--- src/sv/command_slot_table_macros.svh ---
// ----------------------------------------------------------------------------
// command_slot_table_macros.svh
// Assertion macros shared by the command slot table RTL.
// ----------------------------------------------------------------------------
`ifndef COMMAND_SLOT_TABLE_MACROS_SVH
`define COMMAND_SLOT_TABLE_MACROS_SVH

// Same-cycle implication, sampled on clk, off while in reset
`define CST_ASSERT_NOW(label, ante, cons, msg) \
  label: assert property (@(posedge clk) disable iff (!rst_n) (ante) |-> (cons)) \
    else $error(msg);

// Next-cycle implication, sampled on clk, off while in reset
`define CST_ASSERT_NEXT(label, ante, cons, msg) \
  label: assert property (@(posedge clk) disable iff (!rst_n) (ante) |=> (cons)) \
    else $error(msg);

`endif

--- src/sv/cst_pkg.sv ---
// ----------------------------------------------------------------------------
// cst_pkg
// Constants, operation codes and shared types of the command slot table.
// ----------------------------------------------------------------------------
package cst_pkg;

  // Table geometry
  localparam int SLOT_COUNT    = 8;
  localparam int PAYLOAD_BYTES = 8;
  localparam int SLOT_W        = $clog2(SLOT_COUNT);
  localparam int CNT_W         = $clog2(SLOT_COUNT + 1);
  localparam int PAY_W         = 8 * PAYLOAD_BYTES;

  // Code reported by an empty slot
  localparam logic [7:0] EMPTY_CODE = 8'hFF;

  // Operation codes carried in func
  typedef enum logic [1:0] {
    FN_INSERT    = 2'd0,
    FN_CLEAR     = 2'd1,
    FN_CLEAR_ALL = 2'd2,
    FN_READ      = 2'd3
  } cst_func_t;

  // One stored slot
  typedef struct packed {
    logic [7:0]       code;
    logic [PAY_W-1:0] payload;
  } cst_entry_t;

  // Write request into the slot store
  typedef struct packed {
    logic              en;
    logic [SLOT_W-1:0] addr;
    cst_entry_t        entry;
  } cst_wr_t;

  // Registered read response from the slot store
  typedef struct packed {
    logic       written;
    cst_entry_t entry;
  } cst_rd_t;

endpackage

--- src/sv/cst_if.sv ---
// ----------------------------------------------------------------------------
// cst_in_if / cst_out_if
// Valid/ready channels for command beats and result beats.
// ----------------------------------------------------------------------------
interface cst_in_if;
  logic        valid;
  logic        ready;
  logic [1:0]  func;
  logic [2:0]  slot_select;
  logic [7:0]  command_code;
  logic [63:0] command_data;

  modport source (output valid, func, slot_select, command_code, command_data,
                  input ready);
  modport sink   (input valid, func, slot_select, command_code, command_data,
                  output ready);
endinterface

interface cst_out_if;
  logic              valid;
  logic              ready;
  logic [2:0]        written_slot;
  logic              overwrote;
  logic              slot_occupied;
  logic [7:0]        slot_code;
  logic [63:0]       slot_payload;
  logic signed [3:0] occupied_minus_one;

  modport source (output valid, written_slot, overwrote, slot_occupied, slot_code,
                  slot_payload, occupied_minus_one, input ready);
  modport sink   (input valid, written_slot, overwrote, slot_occupied, slot_code,
                  slot_payload, occupied_minus_one, output ready);
endinterface

--- src/sv/cst_slot_mem.sv ---
// ----------------------------------------------------------------------------
// cst_slot_mem
// Slot store: one write port, one registered read port, and a written bit
// per slot so that a read reports whether the slot has ever been written.
// ----------------------------------------------------------------------------
module cst_slot_mem (
  input  logic                        clk,
  input  logic                        rst_n,
  input  cst_pkg::cst_wr_t            wr,
  input  logic                        rd_en,
  input  logic [cst_pkg::SLOT_W-1:0]  rd_addr,
  output cst_pkg::cst_rd_t            rd
);

  cst_pkg::cst_entry_t                mem_r [cst_pkg::SLOT_COUNT];
  cst_pkg::cst_entry_t                rd_entry_r;
  logic [cst_pkg::SLOT_COUNT-1:0]     written_r;
  logic                               rd_written_r;

  // Store array and read data
  always_ff @(posedge clk) begin
    if (wr.en) begin
      mem_r[wr.addr] <= wr.entry;
    end
    if (rd_en) begin
      rd_entry_r <= mem_r[rd_addr];
    end
  end

  // Track which slots hold written data
  always_ff @(posedge clk) begin
    if (!rst_n) begin
      written_r    <= '0;
      rd_written_r <= 1'b0;
    end else begin
      if (wr.en) begin
        written_r[wr.addr] <= 1'b1;
      end
      if (rd_en) begin
        rd_written_r <= written_r[rd_addr];
      end
    end
  end

  assign rd.written = rd_written_r;
  assign rd.entry   = rd_entry_r;

endmodule

--- src/sv/command_slot_table.sv ---
// ----------------------------------------------------------------------------
// command_slot_table
// A result beat is offered once its command beat has passed the scan, apply
//   and response states, later while an earlier result waits on the output.
// One command at a time: the next is taken once the last result is registered;
//   the flag scan walks one slot per cycle through a single counter/compare.
// Reset: synchronous, active low; every slot empty, no result pending.
// ----------------------------------------------------------------------------
`include "command_slot_table_macros.svh"

module command_slot_table (
  input  logic      clk,
  input  logic      rst_n,
  cst_in_if.sink    in_ch,
  cst_out_if.source out_ch
);

  typedef enum logic [1:0] {
    S_IDLE,
    S_SCAN,
    S_APPLY,
    S_RESP
  } state_t;

  localparam logic [cst_pkg::SLOT_W-1:0] LAST_SLOT =
    cst_pkg::SLOT_W'(cst_pkg::SLOT_COUNT - 1);

  state_t                          state_r, state_nxt;
  logic [cst_pkg::SLOT_W-1:0]      idx_r, idx_nxt;
  logic [cst_pkg::CNT_W-1:0]       cnt_r, cnt_nxt;
  logic                            found_r, found_nxt;
  logic [cst_pkg::SLOT_W-1:0]      empty_idx_r, empty_idx_nxt;
  logic [cst_pkg::SLOT_COUNT-1:0]  flags_r, flags_nxt;
  cst_pkg::cst_func_t              func_r, func_nxt;
  logic [2:0]                      sel_r, sel_nxt;
  logic [7:0]                      code_r, code_nxt;
  logic [cst_pkg::PAY_W-1:0]       data_r, data_nxt;
  logic [cst_pkg::SLOT_W-1:0]      wslot_r, wslot_nxt;
  logic                            over_r, over_nxt;

  logic                            out_valid_r, out_valid_nxt;
  logic [2:0]                      out_wslot_r, out_wslot_nxt;
  logic                            out_over_r, out_over_nxt;
  logic                            out_occ_r, out_occ_nxt;
  logic [7:0]                      out_code_r, out_code_nxt;
  logic [63:0]                     out_pay_r, out_pay_nxt;
  logic signed [3:0]               out_cnt_r, out_cnt_nxt;

  logic [cst_pkg::SLOT_W-1:0]      sel_idx;
  logic                            sel_ok;
  logic [cst_pkg::SLOT_W-1:0]      ins_slot;
  logic                            scan_flag;
  cst_pkg::cst_wr_t                wr;
  logic                            rd_en;
  cst_pkg::cst_rd_t                rd;

  assign sel_idx   = cst_pkg::SLOT_W'(sel_r);
  assign sel_ok    = int'(sel_r) < cst_pkg::SLOT_COUNT;
  assign ins_slot  = found_r ? empty_idx_r : LAST_SLOT;
  assign scan_flag = flags_r[idx_r];

  cst_slot_mem u_mem (
    .clk     (clk),
    .rst_n   (rst_n),
    .wr      (wr),
    .rd_en   (rd_en),
    .rd_addr (sel_idx),
    .rd      (rd)
  );

  // Sequencer: capture, scan flags, apply the operation, deliver the beat
  always_comb begin
    state_nxt     = state_r;
    idx_nxt       = idx_r;
    cnt_nxt       = cnt_r;
    found_nxt     = found_r;
    empty_idx_nxt = empty_idx_r;
    flags_nxt     = flags_r;
    func_nxt      = func_r;
    sel_nxt       = sel_r;
    code_nxt      = code_r;
    data_nxt      = data_r;
    wslot_nxt     = wslot_r;
    over_nxt      = over_r;
    out_valid_nxt = out_valid_r;
    out_wslot_nxt = out_wslot_r;
    out_over_nxt  = out_over_r;
    out_occ_nxt   = out_occ_r;
    out_code_nxt  = out_code_r;
    out_pay_nxt   = out_pay_r;
    out_cnt_nxt   = out_cnt_r;
    wr            = '0;
    rd_en         = 1'b0;

    // Drop the result once it is taken
    if (out_valid_r && out_ch.ready) begin
      out_valid_nxt = 1'b0;
    end

    unique case (state_r)
      S_IDLE: begin
        if (in_ch.valid) begin
          func_nxt      = cst_pkg::cst_func_t'(in_ch.func);
          sel_nxt       = in_ch.slot_select;
          code_nxt      = in_ch.command_code;
          data_nxt      = cst_pkg::PAY_W'(in_ch.command_data);
          idx_nxt       = '0;
          cnt_nxt       = '0;
          found_nxt     = 1'b0;
          empty_idx_nxt = '0;
          wslot_nxt     = '0;
          over_nxt      = 1'b0;
          state_nxt     = S_SCAN;
        end
      end

      S_SCAN: begin
        // Count occupied slots and note the first empty one
        cnt_nxt = cnt_r + cst_pkg::CNT_W'(scan_flag);
        if (!scan_flag && !found_r) begin
          found_nxt     = 1'b1;
          empty_idx_nxt = idx_r;
        end
        if (idx_r == LAST_SLOT) begin
          state_nxt = S_APPLY;
        end else begin
          idx_nxt = idx_r + cst_pkg::SLOT_W'(1);
        end
      end

      S_APPLY: begin
        unique case (func_r)
          cst_pkg::FN_INSERT: begin
            wr.en               = 1'b1;
            wr.addr             = ins_slot;
            wr.entry.code       = code_r;
            wr.entry.payload    = data_r;
            flags_nxt[ins_slot] = 1'b1;
            wslot_nxt           = ins_slot;
            over_nxt            = !found_r;
            if (found_r) begin
              cnt_nxt = cnt_r + cst_pkg::CNT_W'(1);
            end
          end
          cst_pkg::FN_CLEAR: begin
            if (sel_ok) begin
              flags_nxt[sel_idx] = 1'b0;
              cnt_nxt            = cnt_r - cst_pkg::CNT_W'(flags_r[sel_idx]);
            end
          end
          cst_pkg::FN_CLEAR_ALL: begin
            flags_nxt = '0;
            cnt_nxt   = '0;
          end
          cst_pkg::FN_READ: begin
            rd_en = 1'b1;
          end
          default: begin
          end
        endcase
        state_nxt = S_RESP;
      end

      S_RESP: begin
        if (!out_valid_r || out_ch.ready) begin
          out_valid_nxt = 1'b1;
          out_wslot_nxt = 3'(wslot_r);
          out_over_nxt  = over_r;
          out_occ_nxt   = 1'b0;
          out_code_nxt  = '0;
          out_pay_nxt   = '0;
          if (func_r == cst_pkg::FN_READ) begin
            out_code_nxt = cst_pkg::EMPTY_CODE;
            if (sel_ok) begin
              if (flags_r[sel_idx]) begin
                out_occ_nxt  = 1'b1;
                out_code_nxt = rd.entry.code;
                out_pay_nxt  = 64'(rd.entry.payload);
              end else if (rd.written) begin
                // An emptied slot keeps all but its low payload byte
                out_pay_nxt = 64'(rd.entry.payload) & ~64'hFF;
              end
            end
          end
          // Count minus one, saturated at the field's top
          if (int'(cnt_r) >= 8) begin
            out_cnt_nxt = 4'sd7;
          end else begin
            out_cnt_nxt = signed'(4'(cnt_r) - 4'd1);
          end
          state_nxt = S_IDLE;
        end
      end

      default: begin
        state_nxt = S_IDLE;
      end
    endcase
  end

  // State and registered outputs
  always_ff @(posedge clk) begin
    if (!rst_n) begin
      state_r     <= S_IDLE;
      idx_r       <= '0;
      cnt_r       <= '0;
      found_r     <= 1'b0;
      empty_idx_r <= '0;
      flags_r     <= '0;
      func_r      <= cst_pkg::FN_INSERT;
      wslot_r     <= '0;
      over_r      <= 1'b0;
      out_valid_r <= 1'b0;
    end else begin
      state_r     <= state_nxt;
      idx_r       <= idx_nxt;
      cnt_r       <= cnt_nxt;
      found_r     <= found_nxt;
      empty_idx_r <= empty_idx_nxt;
      flags_r     <= flags_nxt;
      func_r      <= func_nxt;
      wslot_r     <= wslot_nxt;
      over_r      <= over_nxt;
      out_valid_r <= out_valid_nxt;
    end
    sel_r       <= sel_nxt;
    code_r      <= code_nxt;
    data_r      <= data_nxt;
    out_wslot_r <= out_wslot_nxt;
    out_over_r  <= out_over_nxt;
    out_occ_r   <= out_occ_nxt;
    out_code_r  <= out_code_nxt;
    out_pay_r   <= out_pay_nxt;
    out_cnt_r   <= out_cnt_nxt;
  end

  assign in_ch.ready               = (state_r == S_IDLE);
  assign out_ch.valid              = out_valid_r;
  assign out_ch.written_slot       = out_wslot_r;
  assign out_ch.overwrote          = out_over_r;
  assign out_ch.slot_occupied      = out_occ_r;
  assign out_ch.slot_code          = out_code_r;
  assign out_ch.slot_payload       = out_pay_r;
  assign out_ch.occupied_minus_one = out_cnt_r;

  // Checks
  `CST_ASSERT_NEXT(a_accept_starts_scan, in_ch.valid && in_ch.ready,
    state_r == S_SCAN, "accepted beat did not start the scan")
  `CST_ASSERT_NEXT(a_scan_ends_in_apply, state_r == S_SCAN && idx_r == LAST_SLOT,
    state_r == S_APPLY, "scan did not hand over to apply")
  `CST_ASSERT_NOW(a_full_means_all_counted,
    state_r == S_APPLY && func_r == cst_pkg::FN_INSERT && !found_r,
    int'(cnt_r) == cst_pkg::SLOT_COUNT, "no empty slot found but count not full")
  `CST_ASSERT_NOW(a_overwrite_hits_last, out_ch.valid && out_ch.overwrote,
    out_ch.written_slot == 3'(cst_pkg::SLOT_COUNT - 1), "overwrite not on last slot")

endmodule

--- src/flat_wrapper.sv ---
// flat-port wrapper written by rule: the top's interface ports become plain ports
module command_slot_table_flat 
  (clk, rst_n, in_ch_valid, in_ch_func, in_ch_slot_select, in_ch_command_code, in_ch_command_data, in_ch_ready, out_ch_valid, out_ch_written_slot, out_ch_overwrote, out_ch_slot_occupied, out_ch_slot_code, out_ch_slot_payload, out_ch_occupied_minus_one, out_ch_ready);
  cst_in_if in_ch_i ();
  cst_out_if out_ch_i ();
  input  logic clk;
  input  logic rst_n;
  input wire logic [$bits(in_ch_i.valid)-1:0] in_ch_valid;
  input wire logic [$bits(in_ch_i.func)-1:0] in_ch_func;
  input wire logic [$bits(in_ch_i.slot_select)-1:0] in_ch_slot_select;
  input wire logic [$bits(in_ch_i.command_code)-1:0] in_ch_command_code;
  input wire logic [$bits(in_ch_i.command_data)-1:0] in_ch_command_data;
  output wire logic [$bits(in_ch_i.ready)-1:0] in_ch_ready;
  output wire logic [$bits(out_ch_i.valid)-1:0] out_ch_valid;
  output wire logic [$bits(out_ch_i.written_slot)-1:0] out_ch_written_slot;
  output wire logic [$bits(out_ch_i.overwrote)-1:0] out_ch_overwrote;
  output wire logic [$bits(out_ch_i.slot_occupied)-1:0] out_ch_slot_occupied;
  output wire logic [$bits(out_ch_i.slot_code)-1:0] out_ch_slot_code;
  output wire logic [$bits(out_ch_i.slot_payload)-1:0] out_ch_slot_payload;
  output wire logic [$bits(out_ch_i.occupied_minus_one)-1:0] out_ch_occupied_minus_one;
  input wire logic [$bits(out_ch_i.ready)-1:0] out_ch_ready;
  assign in_ch_i.valid = in_ch_valid;
  assign in_ch_i.func = in_ch_func;
  assign in_ch_i.slot_select = in_ch_slot_select;
  assign in_ch_i.command_code = in_ch_command_code;
  assign in_ch_i.command_data = in_ch_command_data;
  assign in_ch_ready = in_ch_i.ready;
  assign out_ch_valid = out_ch_i.valid;
  assign out_ch_written_slot = out_ch_i.written_slot;
  assign out_ch_overwrote = out_ch_i.overwrote;
  assign out_ch_slot_occupied = out_ch_i.slot_occupied;
  assign out_ch_slot_code = out_ch_i.slot_code;
  assign out_ch_slot_payload = out_ch_i.slot_payload;
  assign out_ch_occupied_minus_one = out_ch_i.occupied_minus_one;
  assign out_ch_i.ready = out_ch_ready;
  command_slot_table u_core (.clk(clk), .rst_n(rst_n), .in_ch(in_ch_i), .out_ch(out_ch_i));
endmodule
--- config.mk ---
export PLATFORM = sky130hd
export DESIGN_NAME = command_slot_table_flat
export DESIGN_NICKNAME = d
export VERILOG_FILES = /design/src/sv/cst_pkg.sv /design/src/sv/cst_if.sv /design/src/sv/cst_slot_mem.sv /design/src/sv/command_slot_table.sv /design/src/flat_wrapper.sv
export VERILOG_INCLUDE_DIRS = /design/src /design/src/sv
export SDC_FILE = /design/constraint.sdc
export NUM_CORES = 1
export LEC_CHECK = 0
export BUFFER_PORTS_ARGS = -buffer_cell sky130_fd_sc_hd__buf_2
export CAP_MARGIN = 20
export CORE_MARGIN = 1
export CORE_UTILIZATION = 35
export CTS_BUF_LIST = sky130_fd_sc_hd__clkbuf_2
export CTS_CLUSTER_DIAMETER = 80
export DETAILED_ROUTE_END_ITERATION = 10
export GPL_TIMING_DRIVEN = 0
export PLACE_DENSITY = 0.47
export SKIP_CTS_REPAIR_TIMING = 1
export SYNTH_ARGS = -nofsm -noshare
export SYNTH_HDL_FRONTEND = slang
export SYNTH_SLANG_ARGS = --single-unit
export TNS_END_PERCENT = 100
--- constraint.sdc ---
create_clock -name clk -period 12.5 [get_ports clk]
set_input_delay 3.125 -clock clk [delete_from_list [all_inputs] [get_ports clk]]
set_output_delay 3.125 -clock clk [all_outputs]
set_load 0.02 [all_outputs]
---- Word level (Yosys, flattened, before mapping) ----
Memories as Yosys holds them, arrays and structs flattened. A register that Yosys moved wholly into a read port is not among the register bits.
Cells that the tools add are included.
storage, ports and cells
  memories kept ........................... 1
  register bits ........................... 193
  input port bits ......................... 81
  logic and storage cells ................. 124
  output and inout bits ................... 83
  RAM bits ................................ 576
memory list
  name                depth  width  rd ports  clocked after Yosys merged registers in  wr ports  RTL line            source
  u_core.u_mem.mem_r  8      72     1         1                                        1         cst_slot_mem.sv:15  cst_pkg::cst_entry_t mem_r [cst_pkg::SLOT_COUNT];
cells by class
  equal/unequal tests ..................... 15
  bitwise operators ....................... 4
  add/subtract/negate cells ............... 5
  muxes and demuxes ....................... 47
  order comparisons ....................... 8
  reduce and logical (&&, ||, !) cells .... 23
operator list
  cell                number
  $mux 76             2
  $mux 64             2
  $pmux 4 s3          2
  $pmux 8 s3          1
  $pmux 3 s2          3
  $mux 1              17
  $lt 3x4->1 const B  4
  $or 8x8->8          2
  $mux 3              5
  $reduce_and 3->1    4
  $bmux 1 s3          3
  $demux 1 s3         3
  $ge 3x1->1 const B  3
  $and 8x8->8         1
  $eq 2x2->1 const B  4
  $mux 4              2
  $mux 8              1
  $not 8->8           1
  $pmux 2 s4          1
  $mux 2              3
  $ne 2x1->1 const B  3
  $ne 2x2->1 const B  3
  $reduce_and 2->1    3
  $reduce_bool 3->1   2
  17 further kinds    27

---- Longest topological paths before layout ----
  depth after elaboration ................. 8
  gate-level depth with buffers ........... 15
  mapped depth without buffers ............ 12

---- Modules after synthesis ----
From an unflattened synthesis, not the netlist that was laid out.
second synthesis, totals
  cell total of the unflattened synthesis .. 1514
  area total of the unflattened synthesis .. 31803.0 sq um
modules (own cells, without submodules)
  module              area each (sq um)  instances  seq. area each (sq um)  cells each
  cst_slot_mem        24176.9            1          19638.8                 944
  command_slot_table  7626.1             1          5245.0                  570

---- Least setup slack after synthesis ----
OpenSTA, ideal clock, no wires.
  kind .................................... in2reg
  from .................................... in out_ch_ready
  to ...................................... reg u_core.out_cnt_r[0], in the netlist u_core.out_ch.occupied_minus_one[0], enable pin
  library setup time ...................... 0.531 ns
  arrival time ............................ 6.785 ns
  setup slack ............................. 5.184 ns
  stages .................................. 2
  cell sequence ........................... nor2b_1 -> nor2b_1
on the way
  longest elaborated chain between the ends .. 2
RTL lines
  element                     RTL line                   source
  start, declared             flat_wrapper.sv:21         input wire logic [$bits(out_ch_i.ready)-1:0] out_ch_ready;
  $logic_or 1x1->1            command_slot_table.sv:165  if (!out_valid_r || out_ch.ready) begin
  $reduce_and 2->1 (no line)  -
  end signal, assigned        command_slot_table.sv:234  out_cnt_r <= out_cnt_nxt;
  end, declared               command_slot_table.sv:47   logic signed [3:0] out_cnt_r, out_cnt_nxt;
Every way passes these cells.
A chain may end at the register's enable or synchronous reset.

---- Worst setup path after layout ----
  from .................................... reg u_core.state_r[0]
  to ...................................... out in_ch_ready
on the way
  longest elaborated chain between the ends .. 1
RTL lines
  element                 RTL line                   source
  start, declared         command_slot_table.sv:28   state_t state_r, state_nxt;
  start signal, assigned  command_slot_table.sv:215  state_r <= state_nxt;
  $logic_not 2->1         command_slot_table.sv:237  assign in_ch.ready = (state_r == S_IDLE);
  end, declared           flat_wrapper.sv:13         output wire logic [$bits(in_ch_i.ready)-1:0] in_ch_ready;
Every way passes these cells.

==> metrics.log <==
[metrics] Final Slew Violations: 0
[metrics] number of DRC violations after detailed routing: 8
[metrics] critical path start-end classification: reg2out
[metrics] setup TNS: 0 ns
[metrics] DR pass1 iterations: 11
[metrics] Worst IR Drop VDD: 0.00008834 V
[metrics] Final Util: 0.4123
[metrics] total power of the final layout: 0.006668 W
[metrics] Post-Layout Inst Area: between 30000 and 40000 µm²
[metrics] final weighted congestion of routability-driven global placement: 0.7840
[metrics] placeable core region: 88780 µm²
[metrics] final number of setup-violating endpoints: 0
[metrics] clock tree from TritonCTS: done
[metrics] worst-margin pin slew: ~1.2 ns
[metrics] cell chain of the critical path: inv_1 -> ha_1 -> buf_2
[metrics] power per cell area: 182.2 nW/µm²
[metrics] cell at the root of the clock tree: clkbuf_2
[metrics] floorplan die area: 91150 µm²
[metrics] Max Fclk: 183.3 MHz
[metrics] final-layout worst hold slack: 0.4566 ns
[metrics] delay of the slowest critical-path stage: 0.38 ns
[metrics] buffer depth of the longest clock path: 3
[metrics] synthesized area per cell: 17.78 µm²
[metrics] cell with the biggest individual delay on the critical path: dfxtp_1
[metrics] H-tree depth: 4
[metrics] die height: between 300 and 400 µm
[metrics] Final #Nets: 2291
[metrics] portion of the clock cycle consumed by the worst path in the final layout: 0.4365
[metrics] number of buffers and inverters on the critical path: 2
[metrics] DR vias/cell: just over 5
[metrics] Static Leak: approximately 13 nW
[metrics] Synth area leader: edfxtp_1
[metrics] gate family responsible for the most delay along the worst path: flip-flops
[metrics] global-route usage over all layers: 0.2020
[metrics] leftover overflow at the end of global routing: 0
[metrics] ratio of cells with drive above 1 in the final layout: 0.2937
[metrics] routed via count: 18240
[metrics] placed wire-length estimate after detailed placement: ~60 mm
[metrics] gate count after technology mapping: 1771
[metrics] Routed WL per cell: approximately 26 µm
[metrics] via count of the first global-routing pass: 18560
[metrics] Critical Path Source Type: register
[metrics] number of antenna violations at the first check in global routing: 11
[metrics] number of flops mapped to enable cells by yosys: 804
[metrics] top cell type's share of synthesized area: 0.7669
[metrics] Seq/Total Area, Yosys: 0.7904
[metrics] first-pass GRT wire length: 129.1 mm
[metrics] number of warnings issued by yosys: 0
[metrics] dpl cell area: between 30000 and 40000 µm²
[metrics] number of placement rows: between 100 and 150
[metrics] starting DRC count in detailed routing: around 1600
[metrics] maximum number of pins on one net before global-route repair: 49
[metrics] total I/O pin count: 164
[metrics] Mapped Nets: 1870
[metrics] top cells by count, synth: edfxtp_1, a221oi_1, and3_1, mux2_2
[metrics] Synth area leaders: edfxtp_1, a221oi_1, mux2_2
[metrics] post-synthesis sequential element count: 841
[metrics] worst endpoint data arrival time: ~2.3 ns
[metrics] remaining antenna violation count after routing: 0
[metrics] most frequently used flop master after synthesis: edfxtp_1
[metrics] Max-Slew Margin vs Limit: 0.2028
[metrics] source-to-sink clock delay at the later pin of the worst-skew pair: 1.43 ns
[metrics] max-cap violation count: 0
[metrics] x dimension of the die: about 300 µm
[metrics] clock transition at the registers of the reported paths: 0.11 ns
[metrics] count of distinct cell types in the synthesized netlist: 57
[metrics] total wire length: 91.67 mm
[metrics] Area Overhead vs Synth: 16.27%
[metrics] async set-reset flop share out of synthesis: 0
[metrics] mapped cell area: 31480 µm²
[metrics] Worst EP required: 9.38 ns
[metrics] Layout Skew: roughly 0.11 ns
[metrics] outcome: finished with violations
[metrics] biggest fanout along the worst timing path: 5
[metrics] final worst path period need: ~5.5 ns
[metrics] clock sinks: 841
[metrics] number of filler cells placed in the layout: around 8200
[metrics] kind of end point of the critical path: output pin
[metrics] CTS Buf Count: 216
[metrics] most frequent cell after synthesis: edfxtp_1
[metrics] number of port buffers: between 150 and 200
[metrics] failing checks: design-rule violations
[metrics] unrepaired setup endpoints after global routing: false
[metrics] final-report hold violation count: 0
[metrics] type of the tightest min-delay check: reg2reg
[metrics] Starting Density: 0.3546
## metal layers
metal,GRT usage,share of wire,vias up
met5,0,0,-
met4,0.06975,0.024,0
met3,0.04388,0.067,146
met2,0.3178,0.47,730
met1,0.2771,0.44,9279
li1,-,-,8082
## kinds of logic after synthesis
| group | Yosys count | synth area share |
|---|---|---|
| flip-flops | 841 | 0.7904 |
| adder cells (fa/ha/maj) | 18 | 0.007392 |
| XOR/XNOR | 3 | 0.0008348 |
| AO/OA/AOI/OAI | 327 | 0.07722 |
| multiplexers | 136 | 0.05294 |
| buffers and inverters | 128 | 0.01828 |
| AND/OR/NAND/NOR | 318 | 0.05290 |
## path summary, 6_finish.rpt
| check | from | to | depth (start not counted) | slack [ns] |
|---|---|---|---|---|
| worst max-delay path | u_core.state_r[0]$_SDFFE_PN0P_ | in_ch_ready | 3 | 7.04 |
| worst min-delay path | u_core.wslot_r[2]$_SDFFE_PN0P_ | u_core.out_ch.written_slot[2]$_DFFE_PP_ | 0 | 0.46 |
| worst max register to register | u_core.state_r[0]$_SDFFE_PN0P_ | u_core.u_mem.mem_r[2][47]$_DFFE_PP_ | 9 | 9.14 |
| worst min register to register | u_core.wslot_r[2]$_SDFFE_PN0P_ | u_core.out_ch.written_slot[2]$_DFFE_PP_ | 0 | 0.46 |
## final cells by class
class / count / area [µm²] / area share
Tap cell: 1165 / 1458 / 0.03982
Multi-Input combinational cell: 802 / 6090 / 0.1664
Buffer: 106 / 493.0 / 0.01347
Timing Repair Buffer: 203 / 1650 / 0.04509
Inverter: 22 / 87.58 / 0.002393
Clock buffer: 306 / 1531 / 0.04184
Clock inverter: 66 / 404.1 / 0.01104
Sequential cell: 841 / 24880 / 0.6798
Antenna cell: 2 / 5.005 / 0.0001367
## flip-flops by register name, indices dropped and copies added, names as in the netlist
name and cells:
u_core.out_ch.slot_occupied 1, u_core.out_ch.valid 1, u_core.u_mem.mem_r 576, u_core.u_mem.rd 72, u_core.found_r 1, u_core.over_r 1
u_core.flags_r 8, u_core.u_mem.written_r 8, u_core.idx_r 3, u_core.data_r 64, u_core.cnt_r 4, u_core.out_ch.slot_code 8
u_core.out_ch.overwrote 1, u_core.out_ch.written_slot 3, u_core.u_mem.rd_written_r 1, u_core.code_r 8, u_core.func_r 2, u_core.empty_idx_r 3
u_core.state_r 2, u_core.wslot_r 3, u_core.sel_idx 3, u_core.out_ch.slot_payload 64, u_core.out_ch.occupied_minus_one 4
## where the power goes
group          switching, W  total, W  internal (W)  leakage [nW]
clock network       0.00113   0.00188      0.000747          1.47
logic              0.000928   0.00132      0.000391          3.74
registers         0.0000733   0.00347       0.00340          7.82
## metrics by stage
step	instances	worst slack (ns)
after CTS	3511	6.834
after floorplan	1771	5.184
after detailed placement	3139	7.781
final	3513	7.044
after global placement	3099	2.559
after global routing	3512	6.869
## worst register-to-register path, cell delays in order (launching register included)
cell and delay (ns):
dfxtp_1 0.35, inv_1 0.10, ha_1 0.14, clkbuf_1 0.42, nand2_1 0.20, or2_2 0.45
nor2_4 0.54, buf_12 0.28, buf_12 0.22, buf_12 0.23
## placed cells by master, fill, tap and decap left out, types with 9 or more instances in the layout
master    count
nor2b_1      12
mux2i_1      45
ha_1         17
a22oi_1      52
inv_1        18
buf_2       197
and3_1       75
edfxtp_1    804
clkinv_1     43
nor2_1       57
clkbuf_1     59
a221oi_1    105
mux4_2       17
nand2b_1     10
and2_1       65
a21oi_1      26
a22o_1       15
nand2_1      61
buf_12       24
clkinv_2     11
o21ai_0      47
o21a_1        9
a221o_1      15
buf_16       10
mux2_2       74
clkbuf_2    306
dfxtp_1      37
o22ai_1      33
No activity file was read; power rests on OpenSTA's default activity.
